`config.mk`:
```
export PLATFORM = sky130hd
export DESIGN_NAME = deadband_proportional_pointing_core_flat
export DESIGN_NICKNAME = d
export VERILOG_FILES = /design/src/rtl/core/dpp_pkg.sv /design/src/rtl/core/dpp_intf.sv /design/src/rtl/core/dpp_front.sv /design/src/rtl/core/dpp_queue.sv /design/src/rtl/core/dpp_axis.sv /design/src/rtl/core/dpp_back.sv /design/src/rtl/core/deadband_proportional_pointing_core.sv /design/src/flat_wrapper.sv
export SDC_FILE = /design/constraint.sdc
export NUM_CORES = 2
export LEC_CHECK = 0
export ABC_AREA = 1
export BUFFER_PORTS_ARGS = -buffer_cell sky130_fd_sc_hd__buf_2
export CAP_MARGIN = 5
export CORE_MARGIN = 2
export CORE_UTILIZATION = 45
export DETAILED_ROUTE_END_ITERATION = 7
export MAX_ROUTING_LAYER = met4
export PLACE_DENSITY = 0.63
export SYNTH_ARGS = -nofsm -noshare
export SYNTH_HDL_FRONTEND = slang
export SYNTH_HIERARCHICAL = 1
export SYNTH_SLANG_ARGS = --single-unit
```
`constraint.sdc`:
```
create_clock -name clk -period 9.25 [get_ports clk]
set_input_delay 1.3875 -clock clk [delete_from_list [all_inputs] [get_ports clk]]
set_output_delay 1.3875 -clock clk [all_outputs]
set_load 0.02 [all_outputs]
```
`src/rtl/core/dpp_pkg.sv`:
```
// Shared types and constants for the deadband proportional pointing block.
`default_nettype none

package dpp_pkg;

  // Field widths
  localparam int SX_W       = 17;
  localparam int CONF_W     = 16;
  localparam int SIZE_W     = 12;
  localparam int DEAD_W     = 15;
  localparam int GAIN_W     = 16;
  localparam int LIM_W      = 15;
  localparam int ANG_W      = 16;
  localparam int STATUS_W   = 2;
  localparam int CFG_IDX_W  = 4;
  localparam int CFG_DATA_W = 16;

  // Datapath widths
  localparam int ABS_D_W     = SX_W;        // |p - 8*S| fits in 17 bits
  localparam int ERR_W       = 18;          // Q3.15 error, saturates at 4.0
  localparam int ERR_SHIFT   = 12;          // 1/16 pixel over half size -> Q3.15
  localparam int Q15_FRAC    = 15;
  localparam int M_W         = 30;          // rescaled error, clamped at 2^29
  localparam int GAIN_SHIFT  = 14;
  localparam int PROD_W      = GAIN_W + M_W;
  localparam int DIV_NUM_W   = 34;
  localparam int DIV_DEN_W   = 16;
  localparam int DIV_BITS    = 2;           // quotient bits per cycle
  localparam int DIV_STEPS   = DIV_NUM_W / DIV_BITS;
  localparam int DIV_CNT_W   = $clog2(DIV_STEPS);

  localparam logic [ERR_W-1:0]     ERR_SAT = ERR_W'(131072);
  localparam logic [M_W-1:0]       M_SAT   = M_W'(1) << (M_W - 1);
  localparam logic [DIV_DEN_W-1:0] Q15_ONE = DIV_DEN_W'(32768);

  localparam logic [SIZE_W-1:0] WIDTH_RST  = SIZE_W'(640);
  localparam logic [SIZE_W-1:0] HEIGHT_RST = SIZE_W'(480);

  localparam int QUEUE_DEPTH = 2;

  typedef enum logic [STATUS_W-1:0] {
    GATE_TRACK    = 2'd0,
    GATE_LOW_CONF = 2'd1,
    GATE_BAD_SIZE = 2'd2
  } gate_t;

  typedef enum logic [CFG_IDX_W-1:0] {
    CFG_MIN_CONF   = 4'd0,
    CFG_WIDTH      = 4'd1,
    CFG_HEIGHT     = 4'd2,
    CFG_DEAD_ZONE  = 4'd3,
    CFG_PAN_GAIN   = 4'd4,
    CFG_TILT_GAIN  = 4'd5,
    CFG_PAN_LIMIT  = 4'd6,
    CFG_TILT_LIMIT = 4'd7
  } cfg_idx_t;

  typedef struct packed {
    logic [ABS_D_W-1:0] abs_d;
    logic               neg;
  } axis_in_t;

  typedef struct packed {
    gate_t    status;
    axis_in_t pan;
    axis_in_t tilt;
  } job_t;

  typedef struct packed {
    logic        [SIZE_W-1:0] size;
    logic signed [GAIN_W-1:0] gain;
    logic        [LIM_W-1:0]  limit;
    logic        [DEAD_W-1:0] dead;
  } axis_cfg_t;

  typedef struct packed {
    logic start;
    logic ack;
  } axis_ctl_t;

  typedef struct packed {
    logic                    done;
    logic signed [ANG_W-1:0] angle;
  } axis_sts_t;

endpackage

`default_nettype wire

```
`src/rtl/core/dpp_intf.sv`:
```
// Channel interfaces: input beats, result beats and register writes.
`default_nettype none

interface dpp_in_if;
  logic                             valid;
  logic                             ready;
  logic signed [dpp_pkg::SX_W-1:0]  sun_x;
  logic signed [dpp_pkg::SX_W-1:0]  sun_y;
  logic        [dpp_pkg::CONF_W-1:0] confidence;

  modport source (output valid, sun_x, sun_y, confidence, input ready);
  modport sink   (input valid, sun_x, sun_y, confidence, output ready);
endinterface

interface dpp_out_if;
  logic                               valid;
  logic                               ready;
  logic signed [dpp_pkg::ANG_W-1:0]    pan_angle;
  logic signed [dpp_pkg::ANG_W-1:0]    tilt_angle;
  logic        [dpp_pkg::STATUS_W-1:0] gate_status;

  modport source (output valid, pan_angle, tilt_angle, gate_status, input ready);
  modport sink   (input valid, pan_angle, tilt_angle, gate_status, output ready);
endinterface

interface dpp_cfg_if;
  logic                               valid;
  logic                               ready;
  logic [dpp_pkg::CFG_IDX_W-1:0]      index;
  logic [dpp_pkg::CFG_DATA_W-1:0]     data;

  modport source (output valid, index, data, input ready);
  modport sink   (input valid, index, data, output ready);
endinterface

`default_nettype wire

```
`src/rtl/core/dpp_front.sv`:
```
// Front end: gates an input beat and forms per-axis offset magnitude and sign.
`default_nettype none

module dpp_front (
  input  logic signed [dpp_pkg::SX_W-1:0]   sun_x,
  input  logic signed [dpp_pkg::SX_W-1:0]   sun_y,
  input  logic        [dpp_pkg::CONF_W-1:0] confidence,
  input  logic        [dpp_pkg::CONF_W-1:0] min_conf,
  input  logic        [dpp_pkg::SIZE_W-1:0] image_width,
  input  logic        [dpp_pkg::SIZE_W-1:0] image_height,
  output dpp_pkg::job_t                     job
);

  localparam int D_W = dpp_pkg::SX_W + 1;

  // d = p - 8*S, then magnitude and sign
  function automatic dpp_pkg::axis_in_t offset(
    input logic signed [dpp_pkg::SX_W-1:0]   p,
    input logic        [dpp_pkg::SIZE_W-1:0] s
  );
    logic signed [D_W-1:0] d;
    logic signed [D_W-1:0] centre;
    dpp_pkg::axis_in_t     r;
    centre  = $signed({{(D_W - dpp_pkg::SIZE_W - 3){1'b0}}, s, 3'b000});
    d       = $signed({p[dpp_pkg::SX_W-1], p}) - centre;
    r.neg   = d[D_W-1];
    r.abs_d = d[D_W-1] ? dpp_pkg::ABS_D_W'(-d) : dpp_pkg::ABS_D_W'(d);
    return r;
  endfunction

  always_comb begin
    job.pan  = offset(sun_x, image_width);
    job.tilt = offset(sun_y, image_height);
    if (confidence < min_conf) begin
      job.status = dpp_pkg::GATE_LOW_CONF;
    end else if (image_width == '0 || image_height == '0) begin
      job.status = dpp_pkg::GATE_BAD_SIZE;
    end else begin
      job.status = dpp_pkg::GATE_TRACK;
    end
  end

endmodule

`default_nettype wire

```
`src/rtl/core/dpp_queue.sv`:
```
// Short register queue between front end and back end.
`default_nettype none

module dpp_queue #(
  parameter int DEPTH = dpp_pkg::QUEUE_DEPTH
) (
  input  logic          clk,
  input  logic          rst_n,
  input  logic          push,
  input  dpp_pkg::job_t push_data,
  output logic          push_ready,
  input  logic          pop,
  output logic          pop_valid,
  output dpp_pkg::job_t pop_data
);

  localparam int PTR_W = (DEPTH > 1) ? $clog2(DEPTH) : 1;
  localparam int CNT_W = $clog2(DEPTH + 1);

  dpp_pkg::job_t     entries_r [DEPTH];
  logic [PTR_W-1:0]  wr_ptr_r, wr_ptr_nxt;
  logic [PTR_W-1:0]  rd_ptr_r, rd_ptr_nxt;
  logic [CNT_W-1:0]  count_r, count_nxt;
  logic              do_push, do_pop;

  assign push_ready = (count_r != CNT_W'(DEPTH));
  assign pop_valid  = (count_r != '0);
  assign do_push    = push && push_ready;
  assign do_pop     = pop && pop_valid;
  assign pop_data   = entries_r[rd_ptr_r];

  always_comb begin
    wr_ptr_nxt = wr_ptr_r;
    rd_ptr_nxt = rd_ptr_r;
    count_nxt  = count_r;
    if (do_push) begin
      wr_ptr_nxt = (wr_ptr_r == PTR_W'(DEPTH - 1)) ? '0 : wr_ptr_r + 1'b1;
    end
    if (do_pop) begin
      rd_ptr_nxt = (rd_ptr_r == PTR_W'(DEPTH - 1)) ? '0 : rd_ptr_r + 1'b1;
    end
    case ({do_push, do_pop})
      2'b10:   count_nxt = count_r + 1'b1;
      2'b01:   count_nxt = count_r - 1'b1;
      default: count_nxt = count_r;
    endcase
  end

  always_ff @(posedge clk) begin
    if (!rst_n) begin
      wr_ptr_r <= '0;
      rd_ptr_r <= '0;
      count_r  <= '0;
    end else begin
      wr_ptr_r <= wr_ptr_nxt;
      rd_ptr_r <= rd_ptr_nxt;
      count_r  <= count_nxt;
    end
  end

  always_ff @(posedge clk) begin
    if (do_push) begin
      entries_r[wr_ptr_r] <= push_data;
    end
  end

endmodule

`default_nettype wire

```
`src/rtl/core/dpp_axis.sv`:
```
// One axis: normalize, deadband rescale, gain and clamp on one radix-4 divider used for both divisions.
`default_nettype none

module dpp_axis (
  input  logic                  clk,
  input  logic                  rst_n,
  input  dpp_pkg::axis_ctl_t    ctl,
  input  dpp_pkg::axis_in_t     job_ax,
  input  dpp_pkg::axis_cfg_t    cfg,
  output dpp_pkg::axis_sts_t    sts
);

  localparam int NUM_W  = dpp_pkg::DIV_NUM_W;
  localparam int DEN_W  = dpp_pkg::DIV_DEN_W;
  localparam int MAG_W  = dpp_pkg::PROD_W - dpp_pkg::GAIN_SHIFT;

  typedef enum logic [6:0] {
    AX_IDLE  = 7'b0000001,
    AX_DIV1  = 7'b0000010,
    AX_CHK   = 7'b0000100,
    AX_DIV2  = 7'b0001000,
    AX_MUL   = 7'b0010000,
    AX_CLAMP = 7'b0100000,
    AX_DONE  = 7'b1000000
  } ax_state_t;

  ax_state_t                            state_r, state_nxt;
  logic [dpp_pkg::DIV_CNT_W-1:0]        cnt_r, cnt_nxt;
  logic [DEN_W-1:0]                     rem_r, rem_nxt;
  logic [NUM_W-1:0]                     num_r, num_nxt;
  logic [DEN_W-1:0]                     dv_r, dv_nxt;
  logic                                 neg_r, neg_nxt;
  logic [dpp_pkg::PROD_W-1:0]           prod_r, prod_nxt;
  logic signed [dpp_pkg::ANG_W-1:0]     angle_r, angle_nxt;

  logic [DEN_W-1:0]                     rem_a;
  logic [NUM_W-1:0]                     num_a;
  logic [DEN_W:0]                       trial;
  logic [dpp_pkg::ERR_W-1:0]            ae;
  logic [dpp_pkg::ERR_W-1:0]            err_excess;
  logic [dpp_pkg::M_W-1:0]              m_sat;
  logic [dpp_pkg::GAIN_W-1:0]           gain_mag;
  logic [MAG_W-1:0]                     mag_full;
  logic [dpp_pkg::LIM_W-1:0]            mag_clamped;
  logic [dpp_pkg::ANG_W-1:0]            mag_ext;
  logic                                 flip;

  // Two restoring-division steps per cycle; quotient bits shift into num
  always_comb begin
    rem_a = rem_r;
    num_a = num_r;
    trial = '0;
    for (int k = 0; k < dpp_pkg::DIV_BITS; k++) begin
      trial = {rem_a, num_a[NUM_W-1]};
      num_a = {num_a[NUM_W-2:0], 1'b0};
      if (trial >= {1'b0, dv_r}) begin
        rem_a    = DEN_W'(trial - {1'b0, dv_r});
        num_a[0] = 1'b1;
      end else begin
        rem_a = trial[DEN_W-1:0];
      end
    end
  end

  assign ae = (num_r > NUM_W'(dpp_pkg::ERR_SAT)) ? dpp_pkg::ERR_SAT
                                                  : num_r[dpp_pkg::ERR_W-1:0];
  assign err_excess = ae - dpp_pkg::ERR_W'(cfg.dead);
  // Past 2^29 the product for any nonzero gain already exceeds any limit
  assign m_sat = (num_r >= NUM_W'(dpp_pkg::M_SAT)) ? dpp_pkg::M_SAT
                                                   : num_r[dpp_pkg::M_W-1:0];
  assign gain_mag = cfg.gain[dpp_pkg::GAIN_W-1] ? dpp_pkg::GAIN_W'(-cfg.gain)
                                                : dpp_pkg::GAIN_W'(cfg.gain);
  assign mag_full = prod_r[dpp_pkg::PROD_W-1:dpp_pkg::GAIN_SHIFT];
  assign mag_clamped = (mag_full > MAG_W'(cfg.limit)) ? cfg.limit
                                                      : mag_full[dpp_pkg::LIM_W-1:0];
  assign mag_ext = {1'b0, mag_clamped};
  assign flip    = neg_r ^ cfg.gain[dpp_pkg::GAIN_W-1];

  always_comb begin
    state_nxt = state_r;
    cnt_nxt   = cnt_r;
    rem_nxt   = rem_r;
    num_nxt   = num_r;
    dv_nxt    = dv_r;
    neg_nxt   = neg_r;
    prod_nxt  = prod_r;
    angle_nxt = angle_r;
    unique case (state_r)
      AX_IDLE: begin
        if (ctl.start) begin
          neg_nxt   = job_ax.neg;
          num_nxt   = {{(NUM_W - dpp_pkg::ABS_D_W - dpp_pkg::ERR_SHIFT){1'b0}},
                       job_ax.abs_d, {dpp_pkg::ERR_SHIFT{1'b0}}};
          rem_nxt   = '0;
          dv_nxt    = DEN_W'(cfg.size);
          cnt_nxt   = '0;
          state_nxt = AX_DIV1;
        end
      end
      AX_DIV1: begin
        rem_nxt = rem_a;
        num_nxt = num_a;
        cnt_nxt = cnt_r + 1'b1;
        if (cnt_r == dpp_pkg::DIV_CNT_W'(dpp_pkg::DIV_STEPS - 1)) begin
          state_nxt = AX_CHK;
        end
      end
      AX_CHK: begin
        if (ae <= dpp_pkg::ERR_W'(cfg.dead)) begin
          angle_nxt = '0;
          state_nxt = AX_DONE;
        end else begin
          num_nxt   = {{(NUM_W - dpp_pkg::ERR_W - dpp_pkg::Q15_FRAC){1'b0}},
                       err_excess, {dpp_pkg::Q15_FRAC{1'b0}}};
          rem_nxt   = '0;
          dv_nxt    = dpp_pkg::Q15_ONE - DEN_W'(cfg.dead);
          cnt_nxt   = '0;
          state_nxt = AX_DIV2;
        end
      end
      AX_DIV2: begin
        rem_nxt = rem_a;
        num_nxt = num_a;
        cnt_nxt = cnt_r + 1'b1;
        if (cnt_r == dpp_pkg::DIV_CNT_W'(dpp_pkg::DIV_STEPS - 1)) begin
          state_nxt = AX_MUL;
        end
      end
      AX_MUL: begin
        prod_nxt  = dpp_pkg::PROD_W'(gain_mag * m_sat);
        state_nxt = AX_CLAMP;
      end
      AX_CLAMP: begin
        angle_nxt = flip ? $signed(~mag_ext + 1'b1) : $signed(mag_ext);
        state_nxt = AX_DONE;
      end
      AX_DONE: begin
        if (ctl.ack) begin
          state_nxt = AX_IDLE;
        end
      end
      default: state_nxt = AX_IDLE;
    endcase
  end

  always_ff @(posedge clk) begin
    if (!rst_n) begin
      state_r <= AX_IDLE;
    end else begin
      state_r <= state_nxt;
    end
  end

  always_ff @(posedge clk) begin
    cnt_r   <= cnt_nxt;
    rem_r   <= rem_nxt;
    num_r   <= num_nxt;
    dv_r    <= dv_nxt;
    neg_r   <= neg_nxt;
    prod_r  <= prod_nxt;
    angle_r <= angle_nxt;
  end

  assign sts.done  = (state_r == AX_DONE);
  assign sts.angle = angle_r;

endmodule

`default_nettype wire

```
`src/rtl/core/dpp_back.sv`:
```
// Back end: pops jobs, runs both axis units and holds the result register.
`default_nettype none

module dpp_back (
  input  logic                             clk,
  input  logic                             rst_n,
  input  logic                             q_valid,
  input  dpp_pkg::job_t                    job,
  output logic                             q_pop,
  input  dpp_pkg::axis_cfg_t               pan_cfg,
  input  dpp_pkg::axis_cfg_t               tilt_cfg,
  output logic                             out_valid,
  input  logic                             out_ready,
  output logic signed [dpp_pkg::ANG_W-1:0] pan_angle,
  output logic signed [dpp_pkg::ANG_W-1:0] tilt_angle,
  output dpp_pkg::gate_t                   gate_status
);

  logic                             busy_r, busy_nxt;
  dpp_pkg::gate_t                   status_r;
  logic                             out_valid_r, out_valid_nxt;
  logic signed [dpp_pkg::ANG_W-1:0] pan_r, tilt_r;
  dpp_pkg::gate_t                   gate_r;

  dpp_pkg::axis_ctl_t               ax_ctl;
  dpp_pkg::axis_sts_t               pan_sts, tilt_sts;
  logic                             do_pop, tracking, result_ready, out_load;

  assign q_pop        = !busy_r;
  assign do_pop       = q_valid && !busy_r;
  assign tracking     = (status_r == dpp_pkg::GATE_TRACK);
  assign result_ready = busy_r && (!tracking || (pan_sts.done && tilt_sts.done));
  // result register frees up in the same cycle it is drained
  assign out_load     = result_ready && (!out_valid_r || out_ready);

  assign ax_ctl.start = do_pop && (job.status == dpp_pkg::GATE_TRACK);
  assign ax_ctl.ack   = out_load;

  dpp_axis u_pan (
    .clk    (clk),
    .rst_n  (rst_n),
    .ctl    (ax_ctl),
    .job_ax (job.pan),
    .cfg    (pan_cfg),
    .sts    (pan_sts)
  );

  dpp_axis u_tilt (
    .clk    (clk),
    .rst_n  (rst_n),
    .ctl    (ax_ctl),
    .job_ax (job.tilt),
    .cfg    (tilt_cfg),
    .sts    (tilt_sts)
  );

  always_comb begin
    busy_nxt = busy_r;
    if (do_pop) begin
      busy_nxt = 1'b1;
    end else if (out_load) begin
      busy_nxt = 1'b0;
    end
    out_valid_nxt = out_valid_r;
    if (out_load) begin
      out_valid_nxt = 1'b1;
    end else if (out_ready) begin
      out_valid_nxt = 1'b0;
    end
  end

  always_ff @(posedge clk) begin
    if (!rst_n) begin
      busy_r      <= 1'b0;
      out_valid_r <= 1'b0;
    end else begin
      busy_r      <= busy_nxt;
      out_valid_r <= out_valid_nxt;
    end
  end

  always_ff @(posedge clk) begin
    if (do_pop) begin
      status_r <= job.status;
    end
    if (out_load) begin
      pan_r  <= tracking ? pan_sts.angle  : '0;
      tilt_r <= tracking ? tilt_sts.angle : '0;
      gate_r <= status_r;
    end
  end

  assign out_valid   = out_valid_r;
  assign pan_angle   = pan_r;
  assign tilt_angle  = tilt_r;
  assign gate_status = gate_r;

endmodule

`default_nettype wire

```
`src/rtl/core/deadband_proportional_pointing_core.sv`:
```
// Top level: register file, front end, job queue, back end.
//
//   channel  dir  port     payload
//   ------------------------------------------------------------
//   input    in   in_if    sun_x, sun_y, confidence
//   result   out  out_if   pan_angle, tilt_angle, gate_status
//   config   in   cfg_if   index, data (always ready)
//
// A tracked beat's time in the back end is set by the radix-4 divisions on each
// axis (normalize, then deadband rescale, skipped inside the deadband); both axes
// run side by side. Gated beats (low confidence, zero size) skip the axis units.
// The front end accepts a beat every cycle while the queue has room.
// Reset is synchronous, active low; control and config registers return to their reset values.
`default_nettype none

module deadband_proportional_pointing_core #(
  parameter int Q_DEPTH = dpp_pkg::QUEUE_DEPTH
) (
  input  logic        clk,
  input  logic        rst_n,
  dpp_in_if.sink      in_if,
  dpp_out_if.source   out_if,
  dpp_cfg_if.sink     cfg_if
);

  logic        [dpp_pkg::CONF_W-1:0] min_conf_r;
  logic        [dpp_pkg::SIZE_W-1:0] width_r;
  logic        [dpp_pkg::SIZE_W-1:0] height_r;
  logic        [dpp_pkg::DEAD_W-1:0] dead_r;
  logic signed [dpp_pkg::GAIN_W-1:0] pan_gain_r;
  logic signed [dpp_pkg::GAIN_W-1:0] tilt_gain_r;
  logic        [dpp_pkg::LIM_W-1:0]  pan_limit_r;
  logic        [dpp_pkg::LIM_W-1:0]  tilt_limit_r;

  dpp_pkg::job_t      front_job, q_job;
  logic               q_ready, q_valid, q_pop;
  dpp_pkg::axis_cfg_t pan_cfg, tilt_cfg;
  dpp_pkg::gate_t     gate_out;
  logic               cfg_we;

  assign cfg_if.ready = 1'b1;
  assign cfg_we       = cfg_if.valid;

  always_ff @(posedge clk) begin
    if (!rst_n) begin
      min_conf_r   <= '0;
      width_r      <= dpp_pkg::WIDTH_RST;
      height_r     <= dpp_pkg::HEIGHT_RST;
      dead_r       <= '0;
      pan_gain_r   <= '0;
      tilt_gain_r  <= '0;
      pan_limit_r  <= '0;
      tilt_limit_r <= '0;
    end else if (cfg_we) begin
      unique case (cfg_if.index)
        dpp_pkg::CFG_MIN_CONF:   min_conf_r   <= cfg_if.data;
        dpp_pkg::CFG_WIDTH:      width_r      <= cfg_if.data[dpp_pkg::SIZE_W-1:0];
        dpp_pkg::CFG_HEIGHT:     height_r     <= cfg_if.data[dpp_pkg::SIZE_W-1:0];
        dpp_pkg::CFG_DEAD_ZONE:  dead_r       <= cfg_if.data[dpp_pkg::DEAD_W-1:0];
        dpp_pkg::CFG_PAN_GAIN:   pan_gain_r   <= $signed(cfg_if.data);
        dpp_pkg::CFG_TILT_GAIN:  tilt_gain_r  <= $signed(cfg_if.data);
        dpp_pkg::CFG_PAN_LIMIT:  pan_limit_r  <= cfg_if.data[dpp_pkg::LIM_W-1:0];
        dpp_pkg::CFG_TILT_LIMIT: tilt_limit_r <= cfg_if.data[dpp_pkg::LIM_W-1:0];
        default: ;  // unknown index: write dropped
      endcase
    end
  end

  assign pan_cfg.size   = width_r;
  assign pan_cfg.gain   = pan_gain_r;
  assign pan_cfg.limit  = pan_limit_r;
  assign pan_cfg.dead   = dead_r;
  assign tilt_cfg.size  = height_r;
  assign tilt_cfg.gain  = tilt_gain_r;
  assign tilt_cfg.limit = tilt_limit_r;
  assign tilt_cfg.dead  = dead_r;

  dpp_front u_front (
    .sun_x        (in_if.sun_x),
    .sun_y        (in_if.sun_y),
    .confidence   (in_if.confidence),
    .min_conf     (min_conf_r),
    .image_width  (width_r),
    .image_height (height_r),
    .job          (front_job)
  );

  assign in_if.ready = q_ready;

  dpp_queue #(
    .DEPTH (Q_DEPTH)
  ) u_queue (
    .clk        (clk),
    .rst_n      (rst_n),
    .push       (in_if.valid),
    .push_data  (front_job),
    .push_ready (q_ready),
    .pop        (q_pop),
    .pop_valid  (q_valid),
    .pop_data   (q_job)
  );

  dpp_back u_back (
    .clk         (clk),
    .rst_n       (rst_n),
    .q_valid     (q_valid),
    .job         (q_job),
    .q_pop       (q_pop),
    .pan_cfg     (pan_cfg),
    .tilt_cfg    (tilt_cfg),
    .out_valid   (out_if.valid),
    .out_ready   (out_if.ready),
    .pan_angle   (out_if.pan_angle),
    .tilt_angle  (out_if.tilt_angle),
    .gate_status (gate_out)
  );

  assign out_if.gate_status = gate_out;

  logic signed [dpp_pkg::ANG_W-1:0] pan_lim_s, tilt_lim_s;
  assign pan_lim_s  = $signed({1'b0, pan_limit_r});
  assign tilt_lim_s = $signed({1'b0, tilt_limit_r});

  a_gated_zero: assert property (@(posedge clk) disable iff (!rst_n)
    out_if.valid && (out_if.gate_status != dpp_pkg::GATE_TRACK)
    |-> (out_if.pan_angle == '0) && (out_if.tilt_angle == '0))
    else $error("gated beat carries nonzero angle");

  a_pan_clamp: assert property (@(posedge clk) disable iff (!rst_n)
    out_if.valid |-> (out_if.pan_angle <= pan_lim_s) && (out_if.pan_angle >= -pan_lim_s))
    else $error("pan angle beyond limit");

  a_tilt_clamp: assert property (@(posedge clk) disable iff (!rst_n)
    out_if.valid |-> (out_if.tilt_angle <= tilt_lim_s) && (out_if.tilt_angle >= -tilt_lim_s))
    else $error("tilt angle beyond limit");

endmodule

`default_nettype wire

```
`src/flat_wrapper.sv`:
```
// flat-port wrapper written by rule: the top's interface ports become plain ports
module deadband_proportional_pointing_core_flat 
#(
  parameter int Q_DEPTH = dpp_pkg::QUEUE_DEPTH
)
  (clk, rst_n, in_if_valid, in_if_sun_x, in_if_sun_y, in_if_confidence, in_if_ready, out_if_valid, out_if_pan_angle, out_if_tilt_angle, out_if_gate_status, out_if_ready, cfg_if_valid, cfg_if_index, cfg_if_data, cfg_if_ready);
  dpp_in_if in_if_i ();
  dpp_out_if out_if_i ();
  dpp_cfg_if cfg_if_i ();
  input  logic clk;
  input  logic rst_n;
  input wire logic [$bits(in_if_i.valid)-1:0] in_if_valid;
  input wire logic [$bits(in_if_i.sun_x)-1:0] in_if_sun_x;
  input wire logic [$bits(in_if_i.sun_y)-1:0] in_if_sun_y;
  input wire logic [$bits(in_if_i.confidence)-1:0] in_if_confidence;
  output wire logic [$bits(in_if_i.ready)-1:0] in_if_ready;
  output wire logic [$bits(out_if_i.valid)-1:0] out_if_valid;
  output wire logic [$bits(out_if_i.pan_angle)-1:0] out_if_pan_angle;
  output wire logic [$bits(out_if_i.tilt_angle)-1:0] out_if_tilt_angle;
  output wire logic [$bits(out_if_i.gate_status)-1:0] out_if_gate_status;
  input wire logic [$bits(out_if_i.ready)-1:0] out_if_ready;
  input wire logic [$bits(cfg_if_i.valid)-1:0] cfg_if_valid;
  input wire logic [$bits(cfg_if_i.index)-1:0] cfg_if_index;
  input wire logic [$bits(cfg_if_i.data)-1:0] cfg_if_data;
  output wire logic [$bits(cfg_if_i.ready)-1:0] cfg_if_ready;
  assign in_if_i.valid = in_if_valid;
  assign in_if_i.sun_x = in_if_sun_x;
  assign in_if_i.sun_y = in_if_sun_y;
  assign in_if_i.confidence = in_if_confidence;
  assign in_if_ready = in_if_i.ready;
  assign out_if_valid = out_if_i.valid;
  assign out_if_pan_angle = out_if_i.pan_angle;
  assign out_if_tilt_angle = out_if_i.tilt_angle;
  assign out_if_gate_status = out_if_i.gate_status;
  assign out_if_i.ready = out_if_ready;
  assign cfg_if_i.valid = cfg_if_valid;
  assign cfg_if_i.index = cfg_if_index;
  assign cfg_if_i.data = cfg_if_data;
  assign cfg_if_ready = cfg_if_i.ready;
  deadband_proportional_pointing_core #(.Q_DEPTH(Q_DEPTH)) u_core (.clk(clk), .rst_n(rst_n), .in_if(in_if_i), .out_if(out_if_i), .cfg_if(cfg_if_i));
endmodule
```
# Yosys cells after proc, flatten, opt, wreduce, memory -nomap -nowiden
# Memories as Yosys holds them, arrays and structs flattened. A register that Yosys moved wholly into a read port is not among the register bits.
# Index checks and enable logic that the tools add are counted.
# totals
n_memories,1
register_bits,441
mem_bits_rw,76
word_cells,228
mem_bits_ro,0
out_inout_bits,37
inputBits,75
latchBits,0
# memory_table
name,depth,word_bits,rd,rd_clocked_by_memory_dff,wr,line,text
u_core.u_queue.entries_r,2,38,1,1,1,dpp_queue.sv:20,dpp_pkg::job_t entries_r [DEPTH];
# classes
n_lt_le_gt_ge,13
bitwise,4
addsub,21
shift,0
reduce_logical,47
n_eq_ne,38
muxes,69
multipliers,2
div,0
# op_table
op,count
16-bit two-way mux,17
34-bit case mux with 3 select lines,2
34-bit two-way mux,4
16-bit case mux with 2 select lines,4
7-bit case mux with 7 select lines,2
16-bit case mux with 3 select lines,2
16-bit by 30-bit multiplier with 46-bit output,2
17-bit by 16-bit >= comparator with 1-bit output,4
34-bit by 30-bit >= comparator with 1-bit output (second input constant),2
34-bit by 18-bit > comparator with 1-bit output (second input constant),2
32-bit by 15-bit > comparator with 1-bit output,2
16-bit subtractor,4
30-bit two-way mux,2
7-bit two-way mux,8
18-bit by 15-bit less-or-equal comparator with 1-bit output,2
18-bit two-way mux,2
17-bit by 16-bit subtractor with 18-bit output,2
18-bit by 15-bit subtractor with 18-bit output,2
17-bit two-way mux,2
17-bit negation,2
16-bit by 1-bit adder with 16-bit output (second input constant),2
16-bit negation,2
15-bit inverter with 16-bit output,2
15-bit two-way mux,2
other kinds (39),117

# Logic depth before layout (Yosys ltp)
# depth
depth_word,7
mapped_depth,41
depth_no_buf,39

# Cells and area by module
# Netlist, hierarchy kept.
# modules_own_cells
mod,cells_per_inst,area_per_inst_um2,n_inst,seq_area_each_um2
dpp_axis (u_core.u_back.u_tilt),3205,24712.5,1,3743.6
dpp_axis (u_core.u_back.u_pan),3191,24514.8,1,3743.6
deadband_proportional_pointing_core,690,4648.2,1,2342.2
dpp_queue,154,3061.7,1,2382.3
dpp_front,583,3036.7,1,0.0
dpp_back,124,1562.7,1,1121.1

# Worst setup path after synthesis
# OpenSTA, ideal clock, no wires.
# synth_timing
kind,register to register
from,reg u_core/pan_gain_r[0] in the netlist's numbering
to,"reg u_core/u_back/u_pan/prod_r[44] in the netlist's numbering, data pin"
path_slack_ps,2181
arrival_time_ps,6817
path_buffers,2
setup_ps,252
required_ps,8998
stages_incl_launch_ff,36
cell_sequence,dfxtp_1 > buf_2 > clkinv_1 > ha_1 > inv_1 > nor2_1 > nand3_1 > inv_1 > nand2_1 > o21ai_0 > nand2_1 > o21ai_0 > or2_2 > nand2_1 > clkbuf_1 > nand2_1 > fa_1 > fa_1 > inv_1 > fa_1 > fa_1 > fa_1 > inv_1 > fa_1 > inv_1 > ha_1 > a21oi_1 > inv_1 > a31oi_1 > o21ai_0 > a21oi_1 > nor2_1 > a211oi_1 > nand2_1 > nand2_1 > nand2_1
# synth_via
elab_chain_cells,3
# synth_rtl
item,line,text
start: declaration,deadband_proportional_pointing_core.sv:30,logic signed [dpp_pkg::GAIN_W-1:0] pan_gain_r;
start signal: assignment,deadband_proportional_pointing_core.sv:60,dpp_pkg::CFG_PAN_GAIN: pan_gain_r <= $signed(cfg_if.data);
16-bit negation,dpp_axis.sv:71,assign gain_mag = cfg.gain[dpp_pkg::GAIN_W-1] ? dpp_pkg::GAIN_W'(-cfg.gain)
16-bit two-way mux (*),dpp_axis.sv:71,
16-bit by 30-bit multiplier with 46-bit output (*),dpp_axis.sv:130,prod_nxt = dpp_pkg::PROD_W'(gain_mag * m_sat);
end signal: assignment,dpp_axis.sv:160,prod_r <= prod_nxt;
end: declaration,dpp_axis.sv:33,"logic [dpp_pkg::PROD_W-1:0] prod_r, prod_nxt;"
# Every way passes the cells marked *; elsewhere a longest branch is shown, timed or not.
# A chain may end at the register's enable or synchronous reset.

# Worst setup path in the final report
# Ends and elaborated chain as after synthesis.

==> flow_summary.ini <==
[outcome]
status = finished, final reports clean

[timing]
period_share_pct = 92.5
whs_ns = 0.483
fmax_mhz = 117
min_period_ns = 8.56
skew_ns = 0.0687
relSlewSlack_pct = 21.0
grt_setup_unrepaired = no
maxSlewViolCount = 0
final.setup.tns_ns = 0
hold_violations = 0
worst_slew_pin_slew_ns = 1.18
finalSetupViolCount = 0

[critical_path]
arrival_ns = 8.97
regToRegSetupSlack_ns = 0.69
r2r-end = u_core/u_back/u_pan/prod_r[44]
worstPathRequired_ns = 9.66
r2r_cells = 33
r2r_start = u_core/pan_gain_r[0]
endpoint_kind = flop
crit_top_cell = inv_1
crit_fanout = 25
worst-setup-path-type = reg -> reg
slowest_stage = clkinv_1
critPathMaxStageDelay_ns = 0.60
start_kind = flop

[pwr]
pwr-share-clk_pct = 19.5
p_int_mw = 6.60
vdd_drop_max_v = 0.000270
pwr-share-comb_pct = 54.2
p_seq_share_pct = 26.3
p_sw_share_pct = 47.5
p_leak_nw = 31.9
p_switching_mw = 5.99
power_density_nw_per_um2 = 190

[clocking]
postCtsSetupBuffers = 0
cts_hold_buffers = 0
clock_latency_ns = 0.71
cts_max_path_buffers = 3
clock_sinks = 490
tritoncts = built
cts_buffers = 58
root_buffer = clkbuf_16
ctsHtreeMaxLevel = 2
cts.repair.resized = 0
path_clk_slew_ns = 0.07

[synthesis]
synth_ff_type = edfxtp_1
synth-xor-area-share_pct = 2.36
synth_area_leaders = fa_1, edfxtp_1, nand2_1, inv_1, ha_1
yosysWarningCount = 6
synth.most_common_cell = nand2_1
synth_top_area_cell = fa_1
synthesis.nets = 9214
synthSimpleGateAreaFrac_pct = 22.8
synth_top_family_by_area = adder cells
synth-seq-cells = 490
synth.distinct_cells = 63
netlist_instances = 7947
synth-edff-count = 352
async_flop_share_pct = 0
synth-compound-area-share_pct = 6.31
synth_area_um2 = 61500
synth-seq-area-share_pct = 21.7
synthMuxAreaShare_pct = 0.817
synth_top_area_share_pct = 25.6
synth_fa_ha_area_share_pct = 33.8
yosys-top-cells-count = nand2_1, inv_1, nor2_1
syn_area_per_cell_um2 = 7.74

[cells_and_area]
layout.nets = 9267
final_cells = 9833
area_growth_pct = 7.48
drive_gt1_share_pct = 6.37

[routing]
first_iter_violations = 4714
drtPass1Iterations = 6
ant_nets = 0
totalWireLength_um = 188000
wire_per_inst_um = 19.1
vias = 52100
route.detailed.drc = 0
vias_per_cell = 5.30

[placed_design]
place_inst = 9721
gp_congestion = 0.971
hpwl_um = 150000
port-buffer-count = 110

[floorplan]
initial_utilization_pct = 45.4
dieHeight_um = 374
core_um2 = 136000
dieArea_um2 = 140000
die_w_um = 374
io_pins = 112
rows = 135

[grt]
grt_pass1_vias = 52900
grt_max_degree = 81
grt_usage_pct = 28.1
antenna_found_initial = 3
grt_pass1_wl_um = 298000
overflow = 0

[worst_hold_path]
min-delay-start = u_core/u_back/status_r[1]
hold_path.class = reg -> reg
min_path_cells = 0
hold_end = u_core/u_back/gate_status[1]

[run]
max-cap-violations = 0
==> worst max-delay path by stage <==
stage / from / endpoint / depth (start not counted)
floorplan: u_core/pan_gain_r[0] / u_core/u_back/u_pan/prod_r[44] / 35
global placement: u_core/pan_gain_r[0] / u_core/u_back/u_pan/prod_r[44] / 33
detailed placement: u_core/pan_gain_r[0] / u_core/u_back/u_pan/prod_r[44] / 33
CTS: u_core/pan_gain_r[0] / u_core/u_back/u_pan/prod_r[44] / 33
global route: u_core/pan_gain_r[0] / u_core/u_back/u_pan/prod_r[44] / 33
finish: u_core/pan_gain_r[0] / u_core/u_back/u_pan/prod_r[44] / 33
==> per-layer routing <==
layer	track usage, %	part of all wire, %
met1	35.8	42
met2	45.5	47
met3	3.61	7.1
met4	10.8	4.5
met5	-	0
==> placed cells by master, fill, tap and decap left out, types with 32 or more instances in the layout <==
| cell type | netlist | routed |
|---|---|---|
| nand2_1 | 1780 | 1780 |
| xor2_1 | 100 | 97 |
| nand4_1 | 64 | 64 |
| dfxtp_1 | 138 | 137 |
| nor2_2 | 49 | 50 |
| clkbuf_16 | 0 | 62 |
| nand3_1 | 231 | 231 |
| inv_1 | 1694 | 1691 |
| o21a_1 | 32 | 32 |
| edfxtp_1 | 352 | 352 |
| ha_1 | 406 | 406 |
| a31oi_1 | 48 | 48 |
| o21ai_0 | 203 | 203 |
| nor2_1 | 1120 | 1117 |
| buf_4 | 25 | 107 |
| a21oi_1 | 277 | 277 |
| nor3_1 | 49 | 49 |
| buf_2 | 32 | 109 |
| nor4_1 | 41 | 40 |
| xnor2_1 | 62 | 62 |
| fa_1 | 786 | 786 |
==> area by class of cell <==
type / instances / area (um^2)
fill: 13300 / 69500
multi-input combinational: 5508 / 40700
sequential: 490 / 13300
inverter: 1726 / 6480
tap: 1781 / 2230
clock buffer: 71 / 1590
timing repair buffer: 216 / 1350
clock inverter: 38 / 447
antenna: 3 / 7.51
==> state kept, by name (all words and copies together) (netlist names), 32 cells and up, named ones only <==
register / count
u_core/u_back/u_pan/num_r: 34
u_core/u_back/u_pan/prod_r: 32
u_core/u_back/u_tilt/num_r: 34
u_core/u_back/u_tilt/prod_r: 32
u_core/u_queue/entries_r: 76
==> logic make-up after synthesis <==
logic type / after synthesis
buf+inv: 1949
fa+ha+maj: 1192
simple gates: 3425
xor+xnor: 164
compound gates: 688
mux: 38
flops: 490
other cells: 1
==> per-stage QoR <==
stage,area [um^2],setup WS [ns],power (mW),util (%)
CTS,66100,0.842,12.6,48.8
global route,66100,0.0909,13.5,48.8
finish,66100,0.692,12.6,48.8
detailed placement,64100,0.922,10.1,47.3
global placement,64100,0.957,9.96,47.3
floorplan,61500,2.18,8.28,-
==> worst max-delay path: cells and delay by family, from the launching register on <==
kind	cells	cell delay [ns]
adders and majority gates	7	3.25
and+or+nand+nor	11	1.83
buffers and inverters	9	1.45
AOI/OAI and AO/OA	6	1.40
DFF	1	0.33
==> power by group through the flow <==
stage	clock [mW]	combinational [mW]	sequential, mW
CTS	2.51	6.76	3.30
finish	2.46	6.83	3.31
global placement	0	6.63	3.33
detailed placement	0	6.72	3.34
floorplan	0	4.99	3.29
global route	2.60	7.58	3.35
Power figures use the tool's default switching activity.
